File: src/rtl/core/mvm_pkg.sv
// ----------------------------------------------------------------------------
// mvm_pkg: shared types and constants for the matrix-vector multiply core
// Holds the register indexes, queue sizing and the records that travel
// between the front end and the multiply-accumulate back end.
// ----------------------------------------------------------------------------
package mvm_pkg;

	// Default capacity of the vector store.
	localparam int MAX_COLS_DEF = 1024;

	// Entries of the queue between front and back.
	localparam int Q_DEPTH = 4;
	localparam int Q_LVL_W = $clog2(Q_DEPTH + 1);

	// Entries of the result queue.
	localparam int RES_DEPTH = 2;

	localparam int CFG_W = 16;

	typedef enum logic {
		REG_NUM_COLS = 1'b0,
		REG_NUM_ROWS = 1'b1
	} mvm_reg_t;

	typedef enum logic {
		OP_LOAD   = 1'b0,
		OP_MATRIX = 1'b1
	} mvm_opcode_t;

	// One matrix element paired with its vector element.
	typedef struct packed {
		logic signed [31:0] x;
		logic signed [31:0] a;
		logic               row_end;
		logic [15:0]        row;
		logic               last;
	} mvm_op_t;

	typedef struct packed {
		logic signed [63:0] row_sum;
		logic [15:0]        row_index;
		logic               last_row;
	} mvm_res_t;

	// Address bits for a store of the given depth (at least one).
	function automatic int addr_w(input int depth);
		return (depth > 1) ? $clog2(depth) : 1;
	endfunction

endpackage

File: src/rtl/core/mvm_fifo.sv
// ----------------------------------------------------------------------------
// mvm_fifo: small register queue
// Flip-flop storage, read from the head pointer, with a fill level.
// ----------------------------------------------------------------------------
module mvm_fifo #(
	parameter int WIDTH = 8,
	parameter int DEPTH = mvm_pkg::Q_DEPTH
) (
	input  logic                             clk,
	input  logic                             arst_n,
	input  logic                             push,
	input  logic [WIDTH-1:0]                 wdata,
	output logic                             full,
	input  logic                             pop,
	output logic [WIDTH-1:0]                 rdata,
	output logic                             empty,
	output logic [$clog2(DEPTH+1)-1:0]       level
);

	localparam int PW = mvm_pkg::addr_w(DEPTH);
	localparam int LW = $clog2(DEPTH + 1);

	logic [WIDTH-1:0] slot_q [DEPTH];
	logic [PW-1:0]    wr_ptr_q;
	logic [PW-1:0]    rd_ptr_q;
	logic [LW-1:0]    level_q;
	logic             do_push;
	logic             do_pop;

	assign full    = (level_q == LW'(DEPTH));
	assign empty   = (level_q == '0);
	assign do_push = push && !full;
	assign do_pop  = pop && !empty;
	assign rdata   = slot_q[rd_ptr_q];
	assign level   = level_q;

	always_ff @(posedge clk) begin
		if (do_push) begin
			slot_q[wr_ptr_q] <= wdata;
		end
	end

	always_ff @(posedge clk or negedge arst_n) begin
		if (!arst_n) begin
			wr_ptr_q <= '0;
			rd_ptr_q <= '0;
			level_q  <= '0;
		end else begin
			if (do_push) begin
				wr_ptr_q <= (wr_ptr_q == PW'(DEPTH - 1)) ? '0 : wr_ptr_q + 1'b1;
			end
			if (do_pop) begin
				rd_ptr_q <= (rd_ptr_q == PW'(DEPTH - 1)) ? '0 : rd_ptr_q + 1'b1;
			end
			if (do_push && !do_pop) begin
				level_q <= level_q + 1'b1;
			end else if (do_pop && !do_push) begin
				level_q <= level_q - 1'b1;
			end
		end
	end

endmodule

File: src/rtl/core/mvm_back.sv
// ----------------------------------------------------------------------------
// mvm_back: multiply-accumulate back end
// Pulls work from the queue, multiplies in one stage, accumulates with
// saturation in the next and queues one result per finished row.
// ----------------------------------------------------------------------------
module mvm_back (
	input  logic                 clk,
	input  logic                 arst_n,
	input  mvm_pkg::mvm_op_t     q_op,
	input  logic                 q_empty,
	output logic                 q_pop,
	output logic                 empty,
	input  logic                 pop,
	output logic signed [63:0]   row_sum,
	output logic [15:0]          row_index,
	output logic                 last_row
);

	localparam int RLW = $clog2(mvm_pkg::RES_DEPTH + 1);

	logic               valid_s2;
	logic signed [63:0] prod_s2;
	logic               end_s2;
	logic [15:0]        row_s2;
	logic               last_s2;

	logic signed [63:0] acc_q;
	logic signed [64:0] sum_wide;
	logic signed [63:0] sum_sat;
	logic               res_full;
	logic               acc_take;
	logic               res_push;
	logic [RLW-1:0]     res_level;
	mvm_pkg::mvm_res_t  res_in;
	mvm_pkg::mvm_res_t  res_out;

	assign acc_take = valid_s2 && (!end_s2 || !res_full);
	assign res_push = acc_take && end_s2;
	assign q_pop    = !q_empty && (!valid_s2 || acc_take);

	always_comb begin
		sum_wide = {acc_q[63], acc_q} + {prod_s2[63], prod_s2};
		if (sum_wide[64] != sum_wide[63]) begin
			sum_sat = sum_wide[64] ? {1'b1, 63'd0} : {1'b0, {63{1'b1}}};
		end else begin
			sum_sat = sum_wide[63:0];
		end
	end

	always_ff @(posedge clk or negedge arst_n) begin
		if (!arst_n) begin
			valid_s2 <= 1'b0;
			acc_q    <= '0;
		end else begin
			if (q_pop) begin
				valid_s2 <= 1'b1;
			end else if (acc_take) begin
				valid_s2 <= 1'b0;
			end
			if (acc_take) begin
				acc_q <= end_s2 ? '0 : sum_sat;
			end
		end
	end

	always_ff @(posedge clk) begin
		if (q_pop) begin
			prod_s2 <= q_op.x * q_op.a;
			end_s2  <= q_op.row_end;
			row_s2  <= q_op.row;
			last_s2 <= q_op.last;
		end
	end

	assign res_in.row_sum   = sum_sat;
	assign res_in.row_index = row_s2;
	assign res_in.last_row  = last_s2;

	mvm_fifo #(
		.WIDTH ($bits(mvm_pkg::mvm_res_t)),
		.DEPTH (mvm_pkg::RES_DEPTH)
	) u_res_fifo (
		.clk    (clk),
		.arst_n (arst_n),
		.push   (res_push),
		.wdata  (res_in),
		.full   (res_full),
		.pop    (pop),
		.rdata  (res_out),
		.empty  (empty),
		.level  (res_level)
	);

	assign row_sum   = res_out.row_sum;
	assign row_index = res_out.row_index;
	assign last_row  = res_out.last_row;

	ap_acc_clear: assert property (@(posedge clk) disable iff (!arst_n)
		res_push |=> acc_q == '0)
		else $error("accumulator not cleared after row result");

	ap_stage_hold: assert property (@(posedge clk) disable iff (!arst_n)
		valid_s2 && !acc_take |=> valid_s2 && $stable(prod_s2))
		else $error("stalled product stage lost its beat");

	ap_res_room: assert property (@(posedge clk) disable iff (!arst_n)
		res_push |-> res_level < RLW'(mvm_pkg::RES_DEPTH))
		else $error("row result pushed into a full result queue");

endmodule
File: config.mk
export PLATFORM = sky130hd
export DESIGN_NAME = mvm_back
export DESIGN_NICKNAME = d
export VERILOG_FILES = /design/src/rtl/core/mvm_pkg.sv /design/src/rtl/core/mvm_fifo.sv /design/src/rtl/core/mvm_back.sv
export SDC_FILE = /design/constraint.sdc
export NUM_CORES = 2
export LEC_CHECK = 0
export ABC_AREA = 1
export BUFFER_PORTS_ARGS = -buffer_cell sky130_fd_sc_hd__buf_2
export CORE_UTILIZATION = 60
export DETAILED_ROUTE_END_ITERATION = 12
export PLACE_DENSITY = 0.8
export SLEW_MARGIN = 40
export SYNTH_ARGS = -nofsm -noshare
export SYNTH_HDL_FRONTEND = slang
export SYNTH_HIERARCHICAL = 1
export SYNTH_SLANG_ARGS = --single-unit
export TNS_END_PERCENT = 10
File: constraint.sdc
create_clock -name clk -period 5.75 [get_ports clk]
set_clock_uncertainty 0.1 [all_clocks]
set_input_delay 1.15 -clock clk [delete_from_list [all_inputs] [get_ports clk]]
set_output_delay 1.15 -clock clk [all_outputs]
set_load 0.005 [all_outputs]
==> load_flow_metrics.sql <==
INSERT INTO impl_metrics (metric_group, metric, value, unit) VALUES
('route', 'routed_wire_length_per_instance', '18.7', 'um'),
('critical_path', 'worstPathArrival', '7.82', 'ns'),
('clock_tree', 'htreeDepth', '1', ''),
('floorplan', 'die_height', '305', 'um'),
('status', 'outcome', 'finished, violations left', ''),
('global_route', 'use_met1', '44.2', '%'),
('yosys', 'postSynthCellCount', '6778', ''),
('global_route', 'grt.met2_usage', '62.4', '%'),
('cells_and_area', 'post-route-cell-area', '0.0649', 'mm^2'),
('yosys', 'synth_top_cell_by_area', 'fa_1', ''),
('route', 'detail-route-antenna-nets', '0', ''),
('floorplan', 'floorplan.rows', '110', ''),
('yosys', 'synth_top_area_share', '39.3', '%'),
('timing', 'relSlewSlack', '48.7', '%'),
('global_route', 'grt_first_pass_wirelength', '257000', 'um'),
('global_route', 'antenna_found_initial', '3', ''),
('clock_tree', 'hold_buffers', '0', ''),
('cells_and_area', 'instances_no_fill', '8616', ''),
('timing', 'timing.final.crit_share', '132', '%'),
('timing', 'timing.hold.ws', '0.351', 'ns'),
('critical_path', 'critical_path.top_delay_family', 'adder cells', ''),
('timing', 'setup_violations', '54', ''),
('place', 'detailed_place.area', '0.0619', 'mm^2'),
('cells_and_area', 'syn_to_final_growth', '17.5', '%'),
('yosys', 'synth-edff-count', '244', ''),
('route', 'drc', '0', ''),
('critical_path', 'cp_common_cell', 'fa_1', ''),
('yosys', 'primary_flip_flop_cell_chosen_by_synthesis_mapping', 'edfxtp_1', ''),
('floorplan', 'num_io_pins', '169', ''),
('global_route', 'grt.met3_usage', '4.54', '%'),
('yosys', 'syn_area_per_cell', '8.15', 'um^2'),
('cells_and_area', 'layout.nets', '8835', ''),
('yosys', 'yosysSeqAreaShare', '16.4', '%'),
('place', 'place_congestion', '0.989', ''),
('timing', 'grt_setup_unrepaired', 'yes', ''),
('timing', 'smallest_setup_slack_after_layout', '-1.85', 'ns'),
('yosys', 'synth_cell_type_count', '50', ''),
('clock_tree', 'clkTransAtPathRegs', '0.07', 'ns'),
('yosys', 'commonest_cells_in_the_netlist', 'nand2_1, inv_1, fa_1, ha_1, edfxtp_1', ''),
('hold_path', 'hp-class', 'reg -> reg', ''),
('route', 'drt_iter0_drc', '3406', ''),
('clock_tree', 'clock_buffer_depth', '3', ''),
('floorplan', 'initial_utilization', '61.0', '%'),
('critical_path', 'critical_path.max_fanout', '5', ''),
('clock_tree', 'clock-root-buffer', 'clkbuf_16', ''),
('route', 'wirelength', '161000', 'um'),
('route', 'viasPerCell', '5.27', ''),
('yosys', 'ys_seq_elements', '313', ''),
('floorplan', 'core', '0.0906', 'mm^2'),
('global_route', 'grt_max_degree', '83', ''),
('timing', 'final_max_slew_viol_count', '0', ''),
('timing', 'timing.fmax', '0.132', 'GHz'),
('critical_path', 'crit_path_top_delay_cell', 'fa_2', ''),
('critical_path', 'critical_path_class', 'in -> reg', ''),
('status', 'violations', 'setup timing', ''),
('place', 'dpl.hpwl', '138000', 'um'),
('critical_path', 'cp.required', '5.97', 'ns'),
('global_route', 'grt_busiest_layer', 'met2', ''),
('global_route', 'total_congestion_overflow', '0', ''),
('clock_tree', 'tritoncts.num_buffers', '29', ''),
('yosys', 'postSynth.asyncResetShare', '22.0', '%'),
('yosys', 'synthesis.area', '0.0552', 'mm^2'),
('global_route', 'grt_use_total', '35.4', '%'),
('timing', 'min_period', '7.60', 'ns'),
('yosys', 'synth.top_cells.by_area', 'fa_1, nand2_1, edfxtp_1', ''),
('yosys', 'post-synth-top-count-cell', 'nand2_1', ''),
('clock_tree', 'clock_insertion_delay_worst_skew', '0.58', 'ns'),
('place', 'place_inst', '8521', ''),
('timing', 'max_slew.worst_pin.slew', '0.770', 'ns'),
('route', 'detailedRoute.firstPassIterationCount', '5', ''),
('cells_and_area', 'post_route_cells_drive_above_1_share', '18.5', '%'),
('yosys', 'warning_count_from_the_yosys_run', '6', ''),
('timing', 'report.final.hold_viol_count', '0', ''),
('critical_path', 'timing.critical_path.to_type', 'flip-flop', ''),
('critical_path', 'path_buf_inv', '14', ''),
('route', 'vias', '45400', ''),
('yosys', 'synth_nets', '8196', ''),
('critical_path', 'timing.critical_path.from_type', 'input pin', ''),
('critical_path', 'slowest_delay', '0.56', 'ns'),
('clock_tree', 'tritoncts', 'done', ''),
('clock_tree', 'cts_num_sinks', '313', ''),
('job', 'max_cap_violations', '0', ''),
('place', 'port-buffer-count', '168', ''),
('global_route', 'grt_pass1_vias', '49000', ''),
('floorplan', 'design.die.area', '0.0933', 'mm^2'),
('floorplan', 'die_x', '305', 'um');
[metal layers]
| layer | vias to the layer above | wire, um |
|---|---|---|
| met2 | 1848 | 80100 |
| met3 | 493 | 11700 |
| met4 | 2 | 7730 |
| li1 | 20700 | - |
| met1 | 22400 | 61600 |
| met5 | - | 10 |
[worst register-to-register path, cell delays in order, from the launching register on]
cell,delay (ns)
edfxtp_1,0.44
ha_1,0.40
nand2_1,0.09
nand2_1,0.08
a21oi_1,0.19
nand2_1,0.12
a21oi_1,0.35
nand2_2,0.19
nand2_2,0.12
nand3_2,0.12
nand4_4,0.24
buf_12,0.23
buf_4,0.43
nand2_2,0.16
nand2_1,0.18
nand2_1,0.07
[cells in the final DEF (no fill, tap or decap), drive strengths merged, types with 55 or more instances in the layout]
cell    synthesis  layout
ha            249     249
buf            36     838
xor2           76      76
nor2          250     250
edfxtp        244     244
nand2        2229    2229
o21ai          55      55
a21oi         138     138
nand3         110     110
dfrtp          69      69
fa           1083    1083
inv          1844    1848
[final cells by class]
| class | count | area [um^2] |
|---|---|---|
| diodes | 1 | 2.50 |
| clock buffers | 38 | 759 |
| clock inverters | 15 | 158 |
| fillers | 6875 | 25700 |
| inverters | 1844 | 6930 |
| multi-input cells | 4387 | 39700 |
| flip-flops and latches | 313 | 9050 |
| well taps | 1176 | 1470 |
| repair buffers | 842 | 6830 |
[final timing paths]
path | from | endpoint | slack (ns) | depth (start not counted)
min reg2reg | row_s2[15] | u_res_fifo/slot_q[0][16] | 0.35 | 0
max | q_op[81] | prod_s2[63] | -1.85 | 32
min | row_s2[15] | u_res_fifo/slot_q[0][16] | 0.35 | 0
min in group asynchronous | arst_n | acc_q[2] | 0.44 | 1
max reg2reg | prod_s2[23] | acc_q[49] | 2.13 | 15
max in group asynchronous | arst_n | acc_q[55] | 4.12 | 2
[cells by family (layout without fill, tap and decap cells)]
kind of cell,after synthesis,after routing,share of synthesized area (%)
buf+inv,2078,2739,14.5
fa+ha+maj,1332,1332,44.9
simple gates,2676,2676,19.7
other cells,0,1,0
flops,313,313,16.4
compound gates,278,278,2.94
xor+xnor,101,101,1.60
[per-stage QoR]
stage                     TNS, ns  worst slack [ns]  util (%)
after global routing       -87.04             -2.00      71.6
after global placement    -122.96             -2.70      68.3
after floorplan            -84.80             -2.16         -
after CTS                  -74.80             -1.88      71.0
after detailed placement  -128.22             -2.79      68.4
final                      -76.40             -1.85      71.6
[registers in the layout (all words and copies together) (netlist names)]
signal	count
u_res_fifo/slot_q	162
acc_q	64
prod_s2	64
row_s2	16
u_res_fifo/level	2
end_s2	1
last_s2	1
u_res_fifo/rd_ptr_q	1
u_res_fifo/wr_ptr_q	1
valid_s2	1
[what timing repair did]
item | CTS | global route
buffers inserted | 27 | 11
resized for setup | 297 | 129
endpoints found under the setup margin | 55 | 55
gates cloned | 4 | 0
pin swaps | 77 | 68
Power is left out: the tool's default activity adds up to more than one toggle a clock period on the data nets, which glitch-free logic cannot reach.
