$ cat config.mk
export PLATFORM = sky130hd
export DESIGN_NAME = mvm_fifo
export DESIGN_NICKNAME = d
export VERILOG_FILES = /design/src/rtl/core/mvm_pkg.sv /design/src/rtl/core/mvm_fifo.sv
export SDC_FILE = /design/constraint.sdc
export NUM_CORES = 1
export LEC_CHECK = 0
export ABC_AREA = 1
export BUFFER_PORTS_ARGS = -buffer_cell sky130_fd_sc_hd__buf_2
export CAP_MARGIN = 10
export CORE_AREA = 2 2 58 60
export DETAILED_ROUTE_END_ITERATION = 12
export DIE_AREA = 0 0 60 62
export PLACE_DENSITY = 0.8
export SLEW_MARGIN = 10
export SYNTH_ARGS = -nofsm -noshare
export SYNTH_HDL_FRONTEND = slang
export SYNTH_SLANG_ARGS = --single-unit
$ cat constraint.sdc
create_clock -name clk -period 4.39 [get_ports clk]
set_clock_uncertainty 0.15 [all_clocks]
set_input_delay 0.6585 -clock clk [delete_from_list [all_inputs] [get_ports clk]]
set_output_delay 0.6585 -clock clk [all_outputs]
set_load 0.02 [all_outputs]
$ cat src/rtl/core/mvm_pkg.sv
// ----------------------------------------------------------------------------
// mvm_pkg: shared types and constants for the matrix-vector multiply core
// Holds the register indexes, queue sizing and the records that travel
// between the front end and the multiply-accumulate back end.
// ----------------------------------------------------------------------------
package mvm_pkg;

	// Default capacity of the vector store.
	localparam int MAX_COLS_DEF = 1024;

	// Entries of the queue between front and back.
	localparam int Q_DEPTH = 4;
	localparam int Q_LVL_W = $clog2(Q_DEPTH + 1);

	// Entries of the result queue.
	localparam int RES_DEPTH = 2;

	localparam int CFG_W = 16;

	typedef enum logic {
		REG_NUM_COLS = 1'b0,
		REG_NUM_ROWS = 1'b1
	} mvm_reg_t;

	typedef enum logic {
		OP_LOAD   = 1'b0,
		OP_MATRIX = 1'b1
	} mvm_opcode_t;

	// One matrix element paired with its vector element.
	typedef struct packed {
		logic signed [31:0] x;
		logic signed [31:0] a;
		logic               row_end;
		logic [15:0]        row;
		logic               last;
	} mvm_op_t;

	typedef struct packed {
		logic signed [63:0] row_sum;
		logic [15:0]        row_index;
		logic               last_row;
	} mvm_res_t;

	// Address bits for a store of the given depth (at least one).
	function automatic int addr_w(input int depth);
		return (depth > 1) ? $clog2(depth) : 1;
	endfunction

endpackage

$ cat src/rtl/core/mvm_fifo.sv
// ----------------------------------------------------------------------------
// mvm_fifo: small register queue
// Flip-flop storage, read from the head pointer, with a fill level.
// ----------------------------------------------------------------------------
module mvm_fifo #(
	parameter int WIDTH = 8,
	parameter int DEPTH = mvm_pkg::Q_DEPTH
) (
	input  logic                             clk,
	input  logic                             arst_n,
	input  logic                             push,
	input  logic [WIDTH-1:0]                 wdata,
	output logic                             full,
	input  logic                             pop,
	output logic [WIDTH-1:0]                 rdata,
	output logic                             empty,
	output logic [$clog2(DEPTH+1)-1:0]       level
);

	localparam int PW = mvm_pkg::addr_w(DEPTH);
	localparam int LW = $clog2(DEPTH + 1);

	logic [WIDTH-1:0] slot_q [DEPTH];
	logic [PW-1:0]    wr_ptr_q;
	logic [PW-1:0]    rd_ptr_q;
	logic [LW-1:0]    level_q;
	logic             do_push;
	logic             do_pop;

	assign full    = (level_q == LW'(DEPTH));
	assign empty   = (level_q == '0);
	assign do_push = push && !full;
	assign do_pop  = pop && !empty;
	assign rdata   = slot_q[rd_ptr_q];
	assign level   = level_q;

	always_ff @(posedge clk) begin
		if (do_push) begin
			slot_q[wr_ptr_q] <= wdata;
		end
	end

	always_ff @(posedge clk or negedge arst_n) begin
		if (!arst_n) begin
			wr_ptr_q <= '0;
			rd_ptr_q <= '0;
			level_q  <= '0;
		end else begin
			if (do_push) begin
				wr_ptr_q <= (wr_ptr_q == PW'(DEPTH - 1)) ? '0 : wr_ptr_q + 1'b1;
			end
			if (do_pop) begin
				rd_ptr_q <= (rd_ptr_q == PW'(DEPTH - 1)) ? '0 : rd_ptr_q + 1'b1;
			end
			if (do_push && !do_pop) begin
				level_q <= level_q + 1'b1;
			end else if (do_pop && !do_push) begin
				level_q <= level_q - 1'b1;
			end
		end
	end

endmodule

==> results.txt, run 1 <==
Top-Level Pins = 25
PwrDens = 655 nW/um2
Final setup violation count = 0
Routed wl met2 = 1610 um
Arrival time worst endpoint = 1.97 ns
Area occupied by multi-input gates = 447 um2
Starting Density = 55.3%
GRT Total Usage = 18.0%
Cell Area, Synth = 1760 um2
Fin crit period = 2.78 ns
Total power = 1.27 mW
Worst min path class = in -> reg
Largest net degree at the start of global routing = 36
Sequential share of the synthesized area = 64.6%
Final cycle utilization of the critical path = 63.3%
Worst-Margin Slew = 1.03 ns
Clock sink total = 39
Clk buf depth = 2
Area Overhead vs Synth = 10.3%
CTS tree = built
FF/Latch Area = 1140 um2
TNS Setup = 0 ns
Number of buffers created by CTS = 5
Placed instance count = 219
Fillers = 258
Max Cap Viol = 0
Commonest non-fill, non-tap cell in the layout = nand2_1
CP cell instances = nand2_1 -> o211ai_1 -> nand2_1 -> buf_2
Peak supply drop = 0.318 mV
Core area = 3180 um2
Post-DRT Antenna Nets = 0
Worst-Skew Late Latency = 0.34 ns
First-pass detailed-route iteration total = 4
Mapped Cells = 154
Setup crit end kind = output pin
Worst path slowest cell = dfrtp_1
PostCTS Resize Cnt = 0
Number of antenna violations at the first check in global routing = 0
Total gr overflow = 0
IO Port Bufs = 24
Via density = 4.93
Row count = 21
Routed length on met3 = 154 um
Final cell count without fillers = 228
GP Congestion = 0.723
Die Ht = 62 um
Relative slew slack = 31.0%
Hold Fails Final Rpt = 0
Die width = 60 um
Ranking of synthesized cells by area = edfxtp_1, dfrtp_1, nand2_1
Crit path required time = 3.58 ns
Layout Nets = 200
Status = complete, no violations
First-pass GRT wire length = 4560 um
Top sig layer = met4
Syn avg cell area = 11.4 um2
CP startpoint kind = flip-flop
Root buf cell = clkbuf_4
CP Buf/Inv Count = 1
M1 WL = 1190 um
Layout cells sized above 1 = 18.1%
Critical Path Fanout Max = 35
Leak Pwr = 0.876 nW
CP dominant cell by count = nand2_1
Vias in the first global route = 1084
Max Slew Vio Count = 0
Synth top area share = 54.6%
Most frequent cells in the layout = nand2_1, edfxtp_1, inv_1
CP max stage delay = 1.04 ns
Clock transition at path regs = 0.11 ns
Synth unique cells = 16
Routed WL per cell = 13.2 um
Yosys top cell by area = edfxtp_1
1st-iter DRT viols = 51
H-tree depth = 2
Top delay family on crit path = flip-flops
Synth Warn # = 0
Synth Net Count = 173
# DRC = 0
Post-DP HPWL = 2100 um
CP Class = reg -> out
RSZ-0062 raised after global routing = false
Final wirelength = 3020 um
Synth Register Bits = 39
Fmax = 0.360 GHz
Die Footprint = 3720 um2
# diodes = 0
DR vias = 1124
-- worst paths after layout --
| kind | start | to | slack [ns] | cells after the start |
|---|---|---|---|---|
| max | rd_ptr_q[0] | rdata[4] | 1.61 | 4 |
| min | wdata[5] | slot_q[1][5] | 0.38 | 1 |
| max reg2reg | level[0] | level[2] | 2.32 | 11 |
| min reg2reg | level[2] | level[2] | 0.39 | 2 |
| max in group asynchronous | arst_n | rd_ptr_q[0] | 3.40 | 2 |
| min in group asynchronous | arst_n | wr_ptr_q[1] | 0.52 | 2 |
-- Yosys cell counts --
library cell	instances
buf_6	5
dfrtp_1	7
edfxtp_1	32
fa_1	1
ha_1	6
inv_1	31
inv_2	1
nand2_1	38
nand2_2	1
nand3_1	7
nand4_1	1
nor2_1	6
o211ai_1	15
o211ai_2	1
o21ai_0	1
xnor2_1	1
-- per-layer routing --
layer  global-route usage, %  up-vias
met5                       0        -
met1                    18.8      534
met3                    5.80        8
met4                    9.84        0
met2                    32.1       25
li1                        -      557
-- per-stage QoR --
step           area (um2)  hold slack, ns  setup WS (ns)  utilization (%)
3_3_place_gp         1880           0.349           2.18             59.1
6_report             1940           0.380           1.61             61.0
4_1_cts              1940           0.365           1.57             61.0
3_5_place_dp         1880           0.354           2.04             59.1
5_1_grt              1940           0.367           1.38             61.0
2_1_floorplan        1760           0.213           2.42                -
-- flip-flops by register name, summed over array words and instances, names as in the netlist --
signal / flops
rd_ptr_q: 2
wr_ptr_q: 2
slot_q: 32
level: 3
-- layout make-up --
| cell class | instances | area share, % |
|---|---|---|
| timing repair buffer | 25 | 6.71 |
| inverter | 32 | 6.19 |
| multi-input combinational | 78 | 23.0 |
| tap | 46 | 2.97 |
| clock buffer | 7 | 2.32 |
| sequential | 39 | 58.5 |
| clock inverter | 1 | 0.258 |
-- where the power goes --
group	total [mW]	internal [mW]	leakage (nW)	switching, mW
registers	0.597	0.496	0.378	0.100
logic	0.505	0.180	0.469	0.325
clock network	0.170	0.0625	0.0293	0.107
-- what timing repair did --
action,in CTS,in global routing
endpoints found under the setup margin,0,0
setup buffers,0,0
endpoints found under the hold margin,7,0
hold buffers,1,0
-- kinds of logic after synthesis --
| logic type | synth area share [%] |
|---|---|
| simple gates | 12.1 |
| flops | 64.6 |
| buf+inv | 10.0 |
| compound gates | 7.40 |
| fa+ha+maj | 5.41 |
| xor+xnor | 0.498 |
Note: power is estimated with default switching activity, not from simulation.
==> run 2: changes to the inputs <==
--- a/config.mk
+++ b/config.mk
@@ -8,10 +8,10 @@
 export ABC_AREA = 1
 export BUFFER_PORTS_ARGS = -buffer_cell sky130_fd_sc_hd__buf_2
 export CAP_MARGIN = 10
-export CORE_AREA = 2 2 58 60
+export CORE_AREA = 2 2 63 65
 export DETAILED_ROUTE_END_ITERATION = 12
-export DIE_AREA = 0 0 60 62
-export PLACE_DENSITY = 0.8
+export DIE_AREA = 0 0 65 67
+export PLACE_DENSITY = 0.71
 export SLEW_MARGIN = 10
 export SYNTH_ARGS = -nofsm -noshare
 export SYNTH_HDL_FRONTEND = slang
==> constraint.sdc (replaced) <==
create_clock -name clk -period 2.5 [get_ports clk]
set_clock_uncertainty 0.15 [all_clocks]
set_input_delay 0.375 -clock clk [delete_from_list [all_inputs] [get_ports clk]]
set_output_delay 0.375 -clock clk [all_outputs]
set_load 0.02 [all_outputs]
==> results.txt, run 2 (synthesis results as in run 1) <==
Core area = 3610 um2 (+13%)
FF/Latch Area = 1140 um2 (unchanged)
First-pass GRT wire length = 5120 um (+12%)
Fin crit period = 2.10 ns
DR vias = 1126 (+0.18%)
Hold Path Sink = slot_q[2][5]
Final cycle utilization of the critical path = 83.9%
Most frequent cells in the layout = nand2_1, edfxtp_1, inv_1
Clock transition at path regs = 0.07 ns (-0.04 ns)
Reg-to-reg setup timing slack = 0.47 ns (-1.85 ns)
Setup crit end kind = output pin
Number of antenna violations at the first check in global routing = 0 (unchanged)
IO Port Bufs = 24 (unchanged)
Area Overhead vs Synth = 15.9%
First-pass detailed-route iteration total = 3 (-1)
GRT Total Usage = 16.4% (-1.6 points)
Worst r2r dst = level[2]
Commonest non-fill, non-tap cell in the layout = nand2_1
Top-Level Pins = 25 (unchanged)
Arrival time worst endpoint = 1.57 ns (-0.40 ns)
Routed wl met2 = 1620 um (+0.50%)
Clk buf depth = 2 (unchanged)
Total gr overflow = 0 (unchanged)
Depth of the most critical reg-to-reg path = 11 (unchanged)
H-tree depth = 2 (unchanged)
Die Ht = 67 um (+8.1%)
Routed WL per cell = 12.5 um (-5.5%)
RR Startpoint = level[0]
Starting Density = 48.8% (-6.5 points)
Layout Nets = 205 (+2.5%)
# diodes = 0 (unchanged)
Max Slew Vio Count = 0 (unchanged)
CTS tree = built
Placed inst area = 1920 um2 (+2.1%)
Row count = 22 (+4.8%)
Top sig layer = met4
1st-iter DRT viols = 21 (-59%)
Hold Fails Final Rpt = 0 (unchanged)
Layout cells sized above 1 = 20.9% (+2.7 points)
TNS Setup = 0 ns (unchanged)
RSZ-0062 raised after global routing = false
Hold-fix buffers, CTS = 1 (unchanged)
Via density = 4.79 (-2.8%)
Post-DP HPWL = 2110 um (+0.83%)
Fillers = 311 (+21%)
Root buf cell = clkbuf_8
Largest net degree at the start of global routing = 36 (unchanged)
Vias in the first global route = 1166 (+7.6%)
# DRC = 0 (unchanged)
Final setup violation count = 0 (unchanged)
Area occupied by multi-input gates = 447 um2 (unchanged)
Post-CTS Setup Inserts = 0 (unchanged)
PostCTS Resize Cnt = 0 (unchanged)
Crit path required time = 1.98 ns (-1.60 ns)
Worst-Margin Slew = 0.421 ns (-0.613 ns)
GP Congestion = 0.753 (+4.0%)
Relative slew slack = 71.9% (+41 points)
Post-DRT Antenna Nets = 0 (unchanged)
Fmax = 0.477 GHz
Post-route cell area = 2040 um2 (+5.0%)
Die width = 65 um (+8.3%)
Peak supply drop = 0.560 mV (+76%)
PwrDens = 1210 nW/um2 (+85%)
Largest register FFs = 32 (unchanged)
Total power = 2.46 mW (+94%)
HP Start = wdata[5]
Final worst-path setup slack = 0.402 ns (-1.21 ns)
Routed length on met3 = 132 um (-14%)
M1 WL = 1160 um (-2.6%)
Worst-Skew Late Latency = 0.29 ns (-0.05 ns)
Number of buffers created by CTS = 5 (unchanged)
Status = complete, no violations
Most flop-heavy register = slot_q
Final wirelength = 2940 um (-2.6%)
Max Cap Viol = 0 (unchanged)
CP startpoint kind = flip-flop
Clock sink total = 39 (unchanged)
Die Footprint = 4360 um2 (+17%)
Leak Pwr = 0.929 nW (+6.0%)
Dpl ws = 0.465 ns (-1.58 ns)
Worst min path class = in -> reg
Critical Path Fanout Max = 11 (-69%)
CP Class = reg -> out
Hold depth = 1 (unchanged)
## run 2: per-layer routing
layer  GRT usage, %  up-vias
li1               -      566
met1           17.1      537
met2           30.3       16
met3           6.08        7
met4           5.59        0
met5              0        -
## run 2: worst max path at each step
stage                           start  endpoint  slack (ns)  cells past startpoint
after detailed placement     level[0]  level[2]        0.47                     11
after global placement       level[0]  level[1]        0.58                      9
final                     rd_ptr_q[1]  rdata[3]        0.40                      4
after global routing      rd_ptr_q[1]  rdata[3]        0.24                      4
after CTS                 rd_ptr_q[1]  rdata[3]        0.37                      4
after floorplan              level[0]  level[2]        0.53                     11
## run 2: critical path, stage by stage (launching register included)
cell and delay (ns):
dfrtp_1 0.60, inv_1 0.27, o211ai_1 0.17, nand2_1 0.08, buf_2 0.16
## run 2: layout make-up
class,instances,area share [%]
well taps,48,2.95
inverters,32,5.89
clock inverters,3,1.90
repair buffers,30,8.23
clock buffers,5,3.38
flip-flops and latches,39,55.7
multi-input cells,78,21.9
## run 2: per-stage QoR
step / util, % / std cells / hold WS, ns
CTS: 56.5 / 235 / 0.142
floorplan: - / 154 / -0.0706
detailed placement: 53.3 / 226 / 0.0692
global route: 56.5 / 235 / 0.142
finish: 56.5 / 235 / 0.146
global placement: 53.3 / 226 / 0.0617
## run 2: power by group
group / switching (mW) / leakage [nW] / internal, mW
Clock: 0.205 / 0.0556 / 0.292
Combinational: 0.645 / 0.495 / 0.349
Sequential: 0.101 / 0.378 / 0.873
